## config.mk

```make
export PLATFORM = sky130hd
export DESIGN_NAME = stream_clock_drift_tracker
export DESIGN_NICKNAME = d
export VERILOG_FILES = /design/src/sdrt_pkg.sv /design/src/stream_clock_drift_tracker.sv /design/src/sdrt_ram.sv /design/src/sdrt_divider.sv
export SDC_FILE = /design/constraint.sdc
export NUM_CORES = 2
export LEC_CHECK = 0
export BUFFER_PORTS_ARGS = -buffer_cell sky130_fd_sc_hd__buf_2
export CORE_UTILIZATION = 40
export CTS_CLUSTER_SIZE = 40
export DETAILED_ROUTE_END_ITERATION = 7
export MAX_ROUTING_LAYER = met4
export PLACE_DENSITY = 0.64
export SKIP_CTS_REPAIR_TIMING = 1
export SYNTH_ARGS = -nofsm -noshare
export SYNTH_HDL_FRONTEND = slang
export SYNTH_SLANG_ARGS = --single-unit
```

## constraint.sdc

```tcl
create_clock -name clock -period 18.75 [get_ports clock]
set_clock_uncertainty 0.1 [all_clocks]
set_input_delay 3.75 -clock clock [delete_from_list [all_inputs] [get_ports clock]]
set_output_delay 3.75 -clock clock [all_outputs]
set_load 0.005 [all_outputs]
```

## src/sdrt_pkg.sv

```systemverilog
`timescale 1ns / 1ps
// Shared types and constants for the stream clock drift tracker.
// No dependencies; imported by the top level, the divider and both checkers.
package sdrt_pkg;

   localparam int TIME_WIDTH  = 64;
   localparam int RATIO_WIDTH = 40;
   localparam int OP_WIDTH    = 3;

   localparam logic [OP_WIDTH-1:0] OP_START      = 3'd0;
   localparam logic [OP_WIDTH-1:0] OP_STOP       = 3'd1;
   localparam logic [OP_WIDTH-1:0] OP_ADJUST     = 3'd2;
   localparam logic [OP_WIDTH-1:0] OP_READ_TIME  = 3'd3;
   localparam logic [OP_WIDTH-1:0] OP_READ_SCALE = 3'd4;

   typedef struct packed {
      logic [TIME_WIDTH-1:0] slave;
      logic [TIME_WIDTH-1:0] master;
   } hist_entry_type;

endpackage

```

## src/stream_clock_drift_tracker.sv

```systemverilog
`timescale 1ns / 1ps
// Stream clock with drift tracking: top level sequencer, references and history.
// Depends on sdrt_pkg, sdrt_ram and sdrt_divider.
//
// Usage:
//   One command transfer on req_* (start, stop, adjust, read time, read scale)
//   yields exactly one result transfer on rsp_*, with stream time, run flag and
//   the master-to-local rate ratio taken after the command has acted.
//   The block works on one command at a time; req_ready is low while it does.
//   After accept the command is applied, the history is walked back from the
//   newest entry (at most HISTORY_DEPTH-1 entries walked) and, when the history
//   gives a ratio, the serial divider runs, one quotient bit per cycle; the
//   divider sets the worst case. A new command is accepted only once the last
//   one has been written to the output register.
//   The result sits in an output register, so the next command is accepted
//   while an unclaimed result waits; a finished command holds until rsp_ready
//   frees that register.
//   Reset (synchronous, active high) clears the references, the run flag, the
//   write slot and the history valid bits, so the history reads as all zero.
module stream_clock_drift_tracker #(
   parameter int HISTORY_DEPTH       = 10,
   parameter int RATIO_FRACTION_BITS = 24
) (
   input  logic                                    clock,
   input  logic                                    reset,
   input  logic                                    req_valid,
   output logic                                    req_ready,
   input  logic        [sdrt_pkg::OP_WIDTH-1:0]    req_operation,
   input  logic signed [sdrt_pkg::TIME_WIDTH-1:0]  req_system_time,
   input  logic signed [sdrt_pkg::TIME_WIDTH-1:0]  req_start_time,
   input  logic signed [sdrt_pkg::TIME_WIDTH-1:0]  req_slave_time,
   input  logic signed [sdrt_pkg::TIME_WIDTH-1:0]  req_master_time,
   output logic                                    rsp_valid,
   input  logic                                    rsp_ready,
   output logic signed [sdrt_pkg::TIME_WIDTH-1:0]  rsp_stream_time,
   output logic                                    rsp_running,
   output logic signed [sdrt_pkg::RATIO_WIDTH-1:0] rsp_scale_ratio,
   output logic                                    rsp_scale_from_history
);
   import sdrt_pkg::*;

   localparam int AW = $clog2(HISTORY_DEPTH);
   localparam logic [RATIO_WIDTH-1:0] RATIO_ONE = RATIO_WIDTH'(1) << RATIO_FRACTION_BITS;

   typedef enum logic [3:0] {
      ST_IDLE, ST_APPLY, ST_DELTA, ST_NEW, ST_ISSUE, ST_CHECK,
      ST_DIFF, ST_MDIFF, ST_START, ST_WAIT, ST_FINISH
   } state_type;

   function automatic logic [AW-1:0] prev_slot(input logic [AW-1:0] s);
      return (s == '0) ? AW'(HISTORY_DEPTH - 1) : s - 1'b1;
   endfunction

   state_type              state_ff, state_in;
   logic [OP_WIDTH-1:0]    op_ff, op_in;
   logic [TIME_WIDTH-1:0]  sys_ff, sys_in;
   logic [TIME_WIDTH-1:0]  start_ff, start_in;
   logic [TIME_WIDTH-1:0]  slave_ff, slave_in;
   logic [TIME_WIDTH-1:0]  master_ff, master_in;
   logic [TIME_WIDTH-1:0]  local_ref_ff, local_ref_in;
   logic [TIME_WIDTH-1:0]  ext_ref_ff, ext_ref_in;
   logic                   run_ff, run_in;
   logic [AW-1:0]          slot_ff, slot_in;
   logic [HISTORY_DEPTH-1:0] vld_ff, vld_in;
   logic                   rd_vld_ff;
   logic [AW-1:0]          cur_ff, cur_in;
   logic [AW-1:0]          steps_ff, steps_in;
   logic [TIME_WIDTH-1:0]  s_new_ff, s_new_in;
   logic [TIME_WIDTH-1:0]  m_new_ff, m_new_in;
   logic [TIME_WIDTH-1:0]  s_old_ff, s_old_in;
   logic [TIME_WIDTH-1:0]  m_old_ff, m_old_in;
   logic [TIME_WIDTH-1:0]  delta_ff, delta_in;
   logic [TIME_WIDTH-1:0]  sdiff_ff, sdiff_in;
   logic [TIME_WIDTH:0]    md_ff, md_in;
   logic                   from_hist_ff, from_hist_in;
   logic                   rsp_valid_ff, rsp_valid_in;
   logic [TIME_WIDTH-1:0]  rsp_stream_ff, rsp_stream_in;
   logic                   rsp_running_ff, rsp_running_in;
   logic [RATIO_WIDTH-1:0] rsp_ratio_ff, rsp_ratio_in;
   logic                   rsp_hist_ff, rsp_hist_in;

   logic                   wr_en;
   logic [AW-1:0]          rd_addr;
   logic [AW-1:0]          prev_cur;
   hist_entry_type         wr_entry, rd_raw, entry;
   logic [TIME_WIDTH:0]    sd;
   logic                   div_start, div_done;
   logic [TIME_WIDTH-1:0]  div_dividend;
   logic [RATIO_WIDTH-1:0] div_ratio;

   assign prev_cur = prev_slot(cur_ff);
   assign rd_addr  = (state_ff == ST_DELTA) ? prev_slot(slot_ff) : prev_cur;
   assign entry    = rd_vld_ff ? rd_raw : '0;
   assign wr_entry = '{slave: slave_ff, master: master_ff};
   assign sd       = {s_new_ff[TIME_WIDTH-1], s_new_ff} - {s_old_ff[TIME_WIDTH-1], s_old_ff};
   assign div_dividend = md_ff[TIME_WIDTH] ? (~md_ff[TIME_WIDTH-1:0] + 1'b1)
                                           : md_ff[TIME_WIDTH-1:0];

   sdrt_ram #(
      .WIDTH($bits(hist_entry_type)),
      .DEPTH(HISTORY_DEPTH)
   ) u_hist (
      .clock  (clock),
      .wr_en  (wr_en),
      .wr_addr(slot_ff),
      .wr_data(wr_entry),
      .rd_addr(rd_addr),
      .rd_data(rd_raw)
   );

   sdrt_divider #(
      .RATIO_FRACTION_BITS(RATIO_FRACTION_BITS)
   ) u_div (
      .clock   (clock),
      .reset   (reset),
      .start   (div_start),
      .dividend(div_dividend),
      .divisor (sdiff_ff),
      .negative(md_ff[TIME_WIDTH]),
      .done    (div_done),
      .ratio   (div_ratio)
   );

   always_comb begin
      state_in       = state_ff;
      op_in          = op_ff;
      sys_in         = sys_ff;
      start_in       = start_ff;
      slave_in       = slave_ff;
      master_in      = master_ff;
      local_ref_in   = local_ref_ff;
      ext_ref_in     = ext_ref_ff;
      run_in         = run_ff;
      slot_in        = slot_ff;
      vld_in         = vld_ff;
      cur_in         = cur_ff;
      steps_in       = steps_ff;
      s_new_in       = s_new_ff;
      m_new_in       = m_new_ff;
      s_old_in       = s_old_ff;
      m_old_in       = m_old_ff;
      delta_in       = delta_ff;
      sdiff_in       = sdiff_ff;
      md_in          = md_ff;
      from_hist_in   = from_hist_ff;
      rsp_valid_in   = rsp_valid_ff & ~rsp_ready;
      rsp_stream_in  = rsp_stream_ff;
      rsp_running_in = rsp_running_ff;
      rsp_ratio_in   = rsp_ratio_ff;
      rsp_hist_in    = rsp_hist_ff;
      wr_en          = 1'b0;
      div_start      = 1'b0;

      case (state_ff)
         ST_IDLE: begin
            if (req_valid) begin
               op_in     = req_operation;
               sys_in    = req_system_time;
               start_in  = req_start_time;
               slave_in  = req_slave_time;
               master_in = req_master_time;
               state_in  = ST_APPLY;
            end
         end
         ST_APPLY: begin
            case (op_ff)
               OP_START: begin
                  local_ref_in = sys_ff;
                  ext_ref_in   = start_ff;
                  run_in       = 1'b1;
               end
               OP_STOP: begin
                  run_in = 1'b0;
               end
               OP_ADJUST: begin
                  local_ref_in    = slave_ff;
                  ext_ref_in      = master_ff;
                  wr_en           = 1'b1;
                  vld_in[slot_ff] = 1'b1;
                  slot_in = (slot_ff == AW'(HISTORY_DEPTH - 1)) ? '0 : slot_ff + 1'b1;
               end
               default: begin
               end
            endcase
            state_in = ST_DELTA;
         end
         ST_DELTA: begin
            delta_in = sys_ff - local_ref_ff;
            cur_in   = prev_slot(slot_ff);
            steps_in = '0;
            state_in = ST_NEW;
         end
         ST_NEW: begin
            s_new_in = entry.slave;
            m_new_in = entry.master;
            s_old_in = entry.slave;
            m_old_in = entry.master;
            state_in = ST_ISSUE;
         end
         ST_ISSUE: begin
            state_in = ST_CHECK;
         end
         ST_CHECK: begin
            if (!entry.slave[TIME_WIDTH-1] && |entry.slave) begin
               cur_in   = prev_cur;
               steps_in = steps_ff + 1'b1;
               s_old_in = entry.slave;
               m_old_in = entry.master;
               state_in = (steps_in == AW'(HISTORY_DEPTH - 1)) ? ST_DIFF : ST_ISSUE;
            end else begin
               state_in = ST_DIFF;
            end
         end
         ST_DIFF: begin
            sdiff_in = sd[TIME_WIDTH-1:0];
            if (steps_ff == '0 || sd[TIME_WIDTH] || !(|sd[TIME_WIDTH-1:0])) begin
               from_hist_in = 1'b0;
               state_in     = ST_FINISH;
            end else begin
               from_hist_in = 1'b1;
               state_in     = ST_MDIFF;
            end
         end
         ST_MDIFF: begin
            md_in = {m_new_ff[TIME_WIDTH-1], m_new_ff} - {m_old_ff[TIME_WIDTH-1], m_old_ff};
            state_in = ST_START;
         end
         ST_START: begin
            div_start = 1'b1;
            state_in  = ST_WAIT;
         end
         ST_WAIT: begin
            if (div_done) begin
               state_in = ST_FINISH;
            end
         end
         ST_FINISH: begin
            if (!rsp_valid_ff || rsp_ready) begin
               rsp_valid_in   = 1'b1;
               rsp_stream_in  = ext_ref_ff + delta_ff;
               rsp_running_in = run_ff;
               rsp_ratio_in   = from_hist_ff ? div_ratio : RATIO_ONE;
               rsp_hist_in    = from_hist_ff;
               state_in       = ST_IDLE;
            end
         end
         default: begin
            state_in = ST_IDLE;
         end
      endcase
   end

   always_ff @(posedge clock) begin
      if (reset) begin
         state_ff     <= ST_IDLE;
         local_ref_ff <= '0;
         ext_ref_ff   <= '0;
         run_ff       <= 1'b0;
         slot_ff      <= '0;
         vld_ff       <= '0;
         rsp_valid_ff <= 1'b0;
      end else begin
         state_ff     <= state_in;
         local_ref_ff <= local_ref_in;
         ext_ref_ff   <= ext_ref_in;
         run_ff       <= run_in;
         slot_ff      <= slot_in;
         vld_ff       <= vld_in;
         rsp_valid_ff <= rsp_valid_in;
      end
      rd_vld_ff      <= vld_ff[rd_addr];
      op_ff          <= op_in;
      sys_ff         <= sys_in;
      start_ff       <= start_in;
      slave_ff       <= slave_in;
      master_ff      <= master_in;
      cur_ff         <= cur_in;
      steps_ff       <= steps_in;
      s_new_ff       <= s_new_in;
      m_new_ff       <= m_new_in;
      s_old_ff       <= s_old_in;
      m_old_ff       <= m_old_in;
      delta_ff       <= delta_in;
      sdiff_ff       <= sdiff_in;
      md_ff          <= md_in;
      from_hist_ff   <= from_hist_in;
      rsp_stream_ff  <= rsp_stream_in;
      rsp_running_ff <= rsp_running_in;
      rsp_ratio_ff   <= rsp_ratio_in;
      rsp_hist_ff    <= rsp_hist_in;
   end

   assign req_ready              = (state_ff == ST_IDLE);
   assign rsp_valid              = rsp_valid_ff;
   assign rsp_stream_time        = rsp_stream_ff;
   assign rsp_running            = rsp_running_ff;
   assign rsp_scale_ratio        = rsp_ratio_ff;
   assign rsp_scale_from_history = rsp_hist_ff;

endmodule

```

## src/sdrt_ram.sv

```systemverilog
`timescale 1ns / 1ps
// Generic single-write, single-read RAM with registered read data.
// No dependencies.
module sdrt_ram #(
   parameter int WIDTH = 128,
   parameter int DEPTH = 10
) (
   input  logic                     clock,
   input  logic                     wr_en,
   input  logic [$clog2(DEPTH)-1:0] wr_addr,
   input  logic [WIDTH-1:0]         wr_data,
   input  logic [$clog2(DEPTH)-1:0] rd_addr,
   output logic [WIDTH-1:0]         rd_data
);

   logic [WIDTH-1:0] mem_ff [DEPTH];
   logic [WIDTH-1:0] rd_data_ff;

   always_ff @(posedge clock) begin
      if (wr_en) begin
         mem_ff[wr_addr] <= wr_data;
      end
      rd_data_ff <= mem_ff[rd_addr];
   end

   assign rd_data = rd_data_ff;

endmodule

```

## src/sdrt_divider.sv

```systemverilog
`timescale 1ns / 1ps
// Serial restoring divider: (dividend * 2^F) / divisor, one quotient bit per cycle,
// with signed saturation of the ratio. Depends on sdrt_pkg.
module sdrt_divider #(
   parameter int RATIO_FRACTION_BITS = 24
) (
   input  logic                               clock,
   input  logic                               reset,
   input  logic                               start,
   input  logic [sdrt_pkg::TIME_WIDTH-1:0]    dividend,
   input  logic [sdrt_pkg::TIME_WIDTH-1:0]    divisor,
   input  logic                               negative,
   output logic                               done,
   output logic [sdrt_pkg::RATIO_WIDTH-1:0]   ratio
);
   import sdrt_pkg::*;

   localparam int STEPS = TIME_WIDTH + RATIO_FRACTION_BITS;
   localparam int CW    = $clog2(STEPS);
   localparam logic [RATIO_WIDTH-1:0] POS_MAX = {1'b0, {(RATIO_WIDTH-1){1'b1}}};
   localparam logic [RATIO_WIDTH-1:0] NEG_MAG = {1'b1, {(RATIO_WIDTH-1){1'b0}}};

   logic                   busy_ff, busy_in;
   logic                   done_ff, done_in;
   logic [CW-1:0]          cnt_ff, cnt_in;
   logic [TIME_WIDTH-1:0]  rem_ff, rem_in;
   logic [TIME_WIDTH-1:0]  dvd_ff, dvd_in;
   logic [TIME_WIDTH-1:0]  dvs_ff, dvs_in;
   logic [RATIO_WIDTH-1:0] q_ff, q_in;
   logic                   over_ff, over_in;
   logic                   neg_ff, neg_in;
   logic [TIME_WIDTH-1:0]  rem_sh;
   logic                   ge;
   logic [RATIO_WIDTH-1:0] mag;

   always_comb begin
      rem_sh  = {rem_ff[TIME_WIDTH-2:0], dvd_ff[TIME_WIDTH-1]};
      ge      = rem_sh >= dvs_ff;
      busy_in = busy_ff;
      done_in = 1'b0;
      cnt_in  = cnt_ff;
      rem_in  = rem_ff;
      dvd_in  = dvd_ff;
      dvs_in  = dvs_ff;
      q_in    = q_ff;
      over_in = over_ff;
      neg_in  = neg_ff;
      if (start) begin
         busy_in = 1'b1;
         cnt_in  = CW'(STEPS - 1);
         rem_in  = '0;
         dvd_in  = dividend;
         dvs_in  = divisor;
         q_in    = '0;
         over_in = 1'b0;
         neg_in  = negative;
      end else if (busy_ff) begin
         rem_in = ge ? rem_sh - dvs_ff : rem_sh;
         dvd_in = {dvd_ff[TIME_WIDTH-2:0], 1'b0};
         if (!over_ff) begin
            q_in    = {q_ff[RATIO_WIDTH-2:0], ge};
            over_in = q_ff[RATIO_WIDTH-1];
         end
         cnt_in = cnt_ff - 1'b1;
         if (cnt_ff == '0) begin
            busy_in = 1'b0;
            done_in = 1'b1;
         end
      end
   end

   always_ff @(posedge clock) begin
      if (reset) begin
         busy_ff <= 1'b0;
         done_ff <= 1'b0;
      end else begin
         busy_ff <= busy_in;
         done_ff <= done_in;
      end
      cnt_ff  <= cnt_in;
      rem_ff  <= rem_in;
      dvd_ff  <= dvd_in;
      dvs_ff  <= dvs_in;
      q_ff    <= q_in;
      over_ff <= over_in;
      neg_ff  <= neg_in;
   end

   always_comb begin
      if (neg_ff) begin
         mag   = (over_ff || (q_ff[RATIO_WIDTH-1] && |q_ff[RATIO_WIDTH-2:0])) ? NEG_MAG : q_ff;
         ratio = ~mag + 1'b1;
      end else begin
         mag   = q_ff;
         ratio = (over_ff || q_ff[RATIO_WIDTH-1]) ? POS_MAX : q_ff;
      end
   end

   assign done = done_ff;

endmodule

```

==> impl_metrics.csv <==
group,metric,value,unit
clock_network,clkTransAtPathRegs,0.06,ns
floorplan,die_w,540,um
critical_path,worstRegToRegCells,11,
sta,period_share,0.319,
pwr,p_leak,0.0475,uW
clock_network,cts_buffer_depth,4,
placed_design,place_ws,12.31,ns
clock_network,cts_tree,"done",
synthesis,yosys_register_bits,2622,
synthesis,synth.most_common_cell,"edfxtp_1",
placed_design,place_area,121000,um^2
status,status,"completed",
synthesis,synth_fp_nets,10399,
synthesis,async_reset_ff_frac,0,
sta,fmax,167,MHz
clock_network,ctsHtreeMaxLevel,5,
sta,setup_total_negative_slack,0,ns
synthesis,avgSynthCellArea,11.8,um^2
critical_path,cp-start-kind,"flip-flop",
route,wl,317,mm
placed_design,gp_congestion,0.946,
floorplan,std_cell_rows,197,
floorplan,pin_count,371,
clock_network,clock_latency,0.90,ns
route,drt_iter0_drc,8093,
placed_design,dpl.cell_count,13515,
min_path,hold_end,"u_div.dvs_ff[42]",
job,maxCapViolCount,0,
synthesis,ys_top_cells_by_count,"edfxtp_1, nand2_1, a21oi_1",
final_layout,fin_nets,10616,
route,drt_pass1_iterations,7,
sta,hold_viol,0,
floorplan,initial_core_util,0.402,
placed_design,hpwl,205,mm
critical_path,crit_type,"flip-flop to primary output",
sta,setup_viol,0,
sta,tightest_slew,1.19,ns
synthesis,synthFlopType,"edfxtp_1",
synthesis,seq_area_frac_synth,0.647,
min_path,hold_class,"flip-flop to flip-flop",
synthesis,yosysTopAreaCellShare,0.579,
critical_path,cp.required,14.90,ns
min_path,hold_start,"sdiff_ff[42]",
critical_path,crit_fanout,13,
final_layout,synthToLayoutAreaGrowth,13.2,%
critical_path,endpoint_kind,"primary output",
global_route,grt_pass1_wl,470,mm
floorplan,dieArea,291000,um^2
sta,fin_ws,12.76,ns
synthesis,synth_warnings,0,
min_path,hold_depth,0,
floorplan,core_area,288000,um^2
critical_path,reg2reg_setup_slack,13.13,ns
route,wl_per_cell,22.5,um
synthesis,synth_edf_count,2232,
global_route,track_usage,0.217,
clock_network,root_buffer,"clkbuf_16",
global_route,grt_pass1_vias,75010,
synthesis,synthesis.area,116000,um^2
floorplan,die_y,540,um
final_layout,stdcell_count,14057,
route,final_antenna_net_count,0,
critical_path,reg2reg_from,"state_ff[1]",
sta,drv_slew,0,
final_layout,fin_area,131000,um^2
clock_network,cts_inserted_buffers,288,
sta,rsz0062_at_grt,"no",
sta,final.min_clock_period,5.99,ns
synthesis,yosysUniqueCellTypes,96,
global_route,grt_max_degree,166,
synthesis,syn_inst,9807,
route,vias,79125,
synthesis,synth_top_area_cell,"edfxtp_1",
global_route,overflow,0,
global_route,antenna_found_initial,23,
clock_network,cts_sinks,2622,
final_layout,drive_gt1_frac,0.0982,
sta,max_slew_margin,0.208,
synthesis,synthTopCellsByArea,"edfxtp_1, dfxtp_1, nand2_1",
critical_path,reg2reg_to,"u_hist.rd_data[88]",
route,avgViaCountPerCell,5.63,
placed_design,portBuffers,370,
critical_path,crit_arrival,2.14,ns
route,drc_errors,0,
sta,whs,0.309,ns
pwr,ir_drop,0.0746,mV
pwr,power_density,103,nW/um^2
==> sequential cells by signal, indices dropped and copies added, names as in the netlist, 63 cells and up <==
signal,cells
ext_ref_ff,64
u_hist.mem_ff,1280
md_ff,65
master_ff,64
u_div.dvs_ff,64
u_hist.rd_data,128
local_ref_ff,64
delta_ff,64
s_old_ff,64
start_ff,64
s_new_ff,64
slave_ff,64
m_old_ff,64
u_div.dvd_ff,64
rsp_stream_time,64
u_div.rem_ff,63
sys_ff,64
m_new_ff,64
sdiff_ff,64
==> cell type report <==
class,count,area [um^2]
diodes,12,30.0
clock buffers,379,7990
clock inverters,151,1720
fillers,25702,157000
inverters,362,1360
multi-input cells,6281,37600
flip-flops and latches,2622,74800
well taps,3781,4730
repair buffers,469,2680
==> worst max-delay path by stage <==
| stage | from | endpoint | slack [ns] | cells past startpoint |
|---|---|---|---|---|
| CTS | state_ff[2] | req_ready | 12.67 | 2 |
| finish | state_ff[2] | req_ready | 12.76 | 2 |
| floorplan | state_ff[1] | u_hist.mem_ff[3][0] | 2.81 | 6 |
| global route | state_ff[2] | req_ready | 12.63 | 2 |
| detailed placement | req_valid | sys_ff[9] | 12.31 | 4 |
| global placement | req_valid | sys_ff[10] | 12.37 | 4 |
==> metal layers <==
metal | vias to the layer above | wire [um] | track usage | part of all wire
li1 | 36795 | - | - | -
met1 | 38660 | 136000 | 0.289 | 0.43
met2 | 3090 | 143000 | 0.332 | 0.45
met3 | 580 | 23600 | 0.0301 | 0.074
met4 | 0 | 14600 | 0.0943 | 0.046
met5 | - | 0 | - | 0
==> logic make-up (layout without fill, tap and decap cells) <==
| kind of cell | count (synthesis) | after routing | share of synthesized area |
|---|---|---|---|
| adder cells (fa/ha/maj) | 330 | 330 | 0.0360 |
| AO/OA/AOI/OAI | 2196 | 2196 | 0.127 |
| other | 0 | 12 | 0 |
| flip-flops | 2622 | 2622 | 0.647 |
| XOR/XNOR | 327 | 327 | 0.0248 |
| buffers and inverters | 904 | 1361 | 0.0296 |
| multiplexers | 37 | 37 | 0.00337 |
| AND/OR/NAND/NOR | 3391 | 3391 | 0.132 |
==> critical path, cell delays in order, from the launching register on <==
cell and delay (ns):
dfxtp_1 0.46, nor4_1 0.55, buf_2 0.29
==> layout by cell type (no fill, tap or decap), types with 93 or more instances in the layout <==
master / n
xnor2_1: 174
o221ai_1: 133
a21oi_1: 615
inv_1: 359
ha_1: 324
a311oi_1: 269
nand3_1: 343
and3_1: 183
nand2_1: 1841
and2_1: 163
edfxtp_1: 2232
buf_4: 93
o21ai_0: 355
dfxtp_1: 388
a21o_1: 189
buf_2: 369
a31oi_1: 173
clkbuf_16: 299
nor2_1: 371
xor2_1: 153
==> metrics by stage <==
stage          utilization  total power (uW)
2_1_floorplan            -              7450
3_3_place_gp         0.421              7860
3_5_place_dp         0.421              7880
4_1_cts              0.455             13600
5_1_grt              0.455             14000
6_report             0.455             13500
==> power by group <==
group	switching, uW	internal [uW]	leakage (uW)	total, uW
clock network	2330	3430	0.00473	5760
logic	683	333	0.0191	1020
registers	213	6540	0.0236	6750
(Power assumes the default switching activity.)
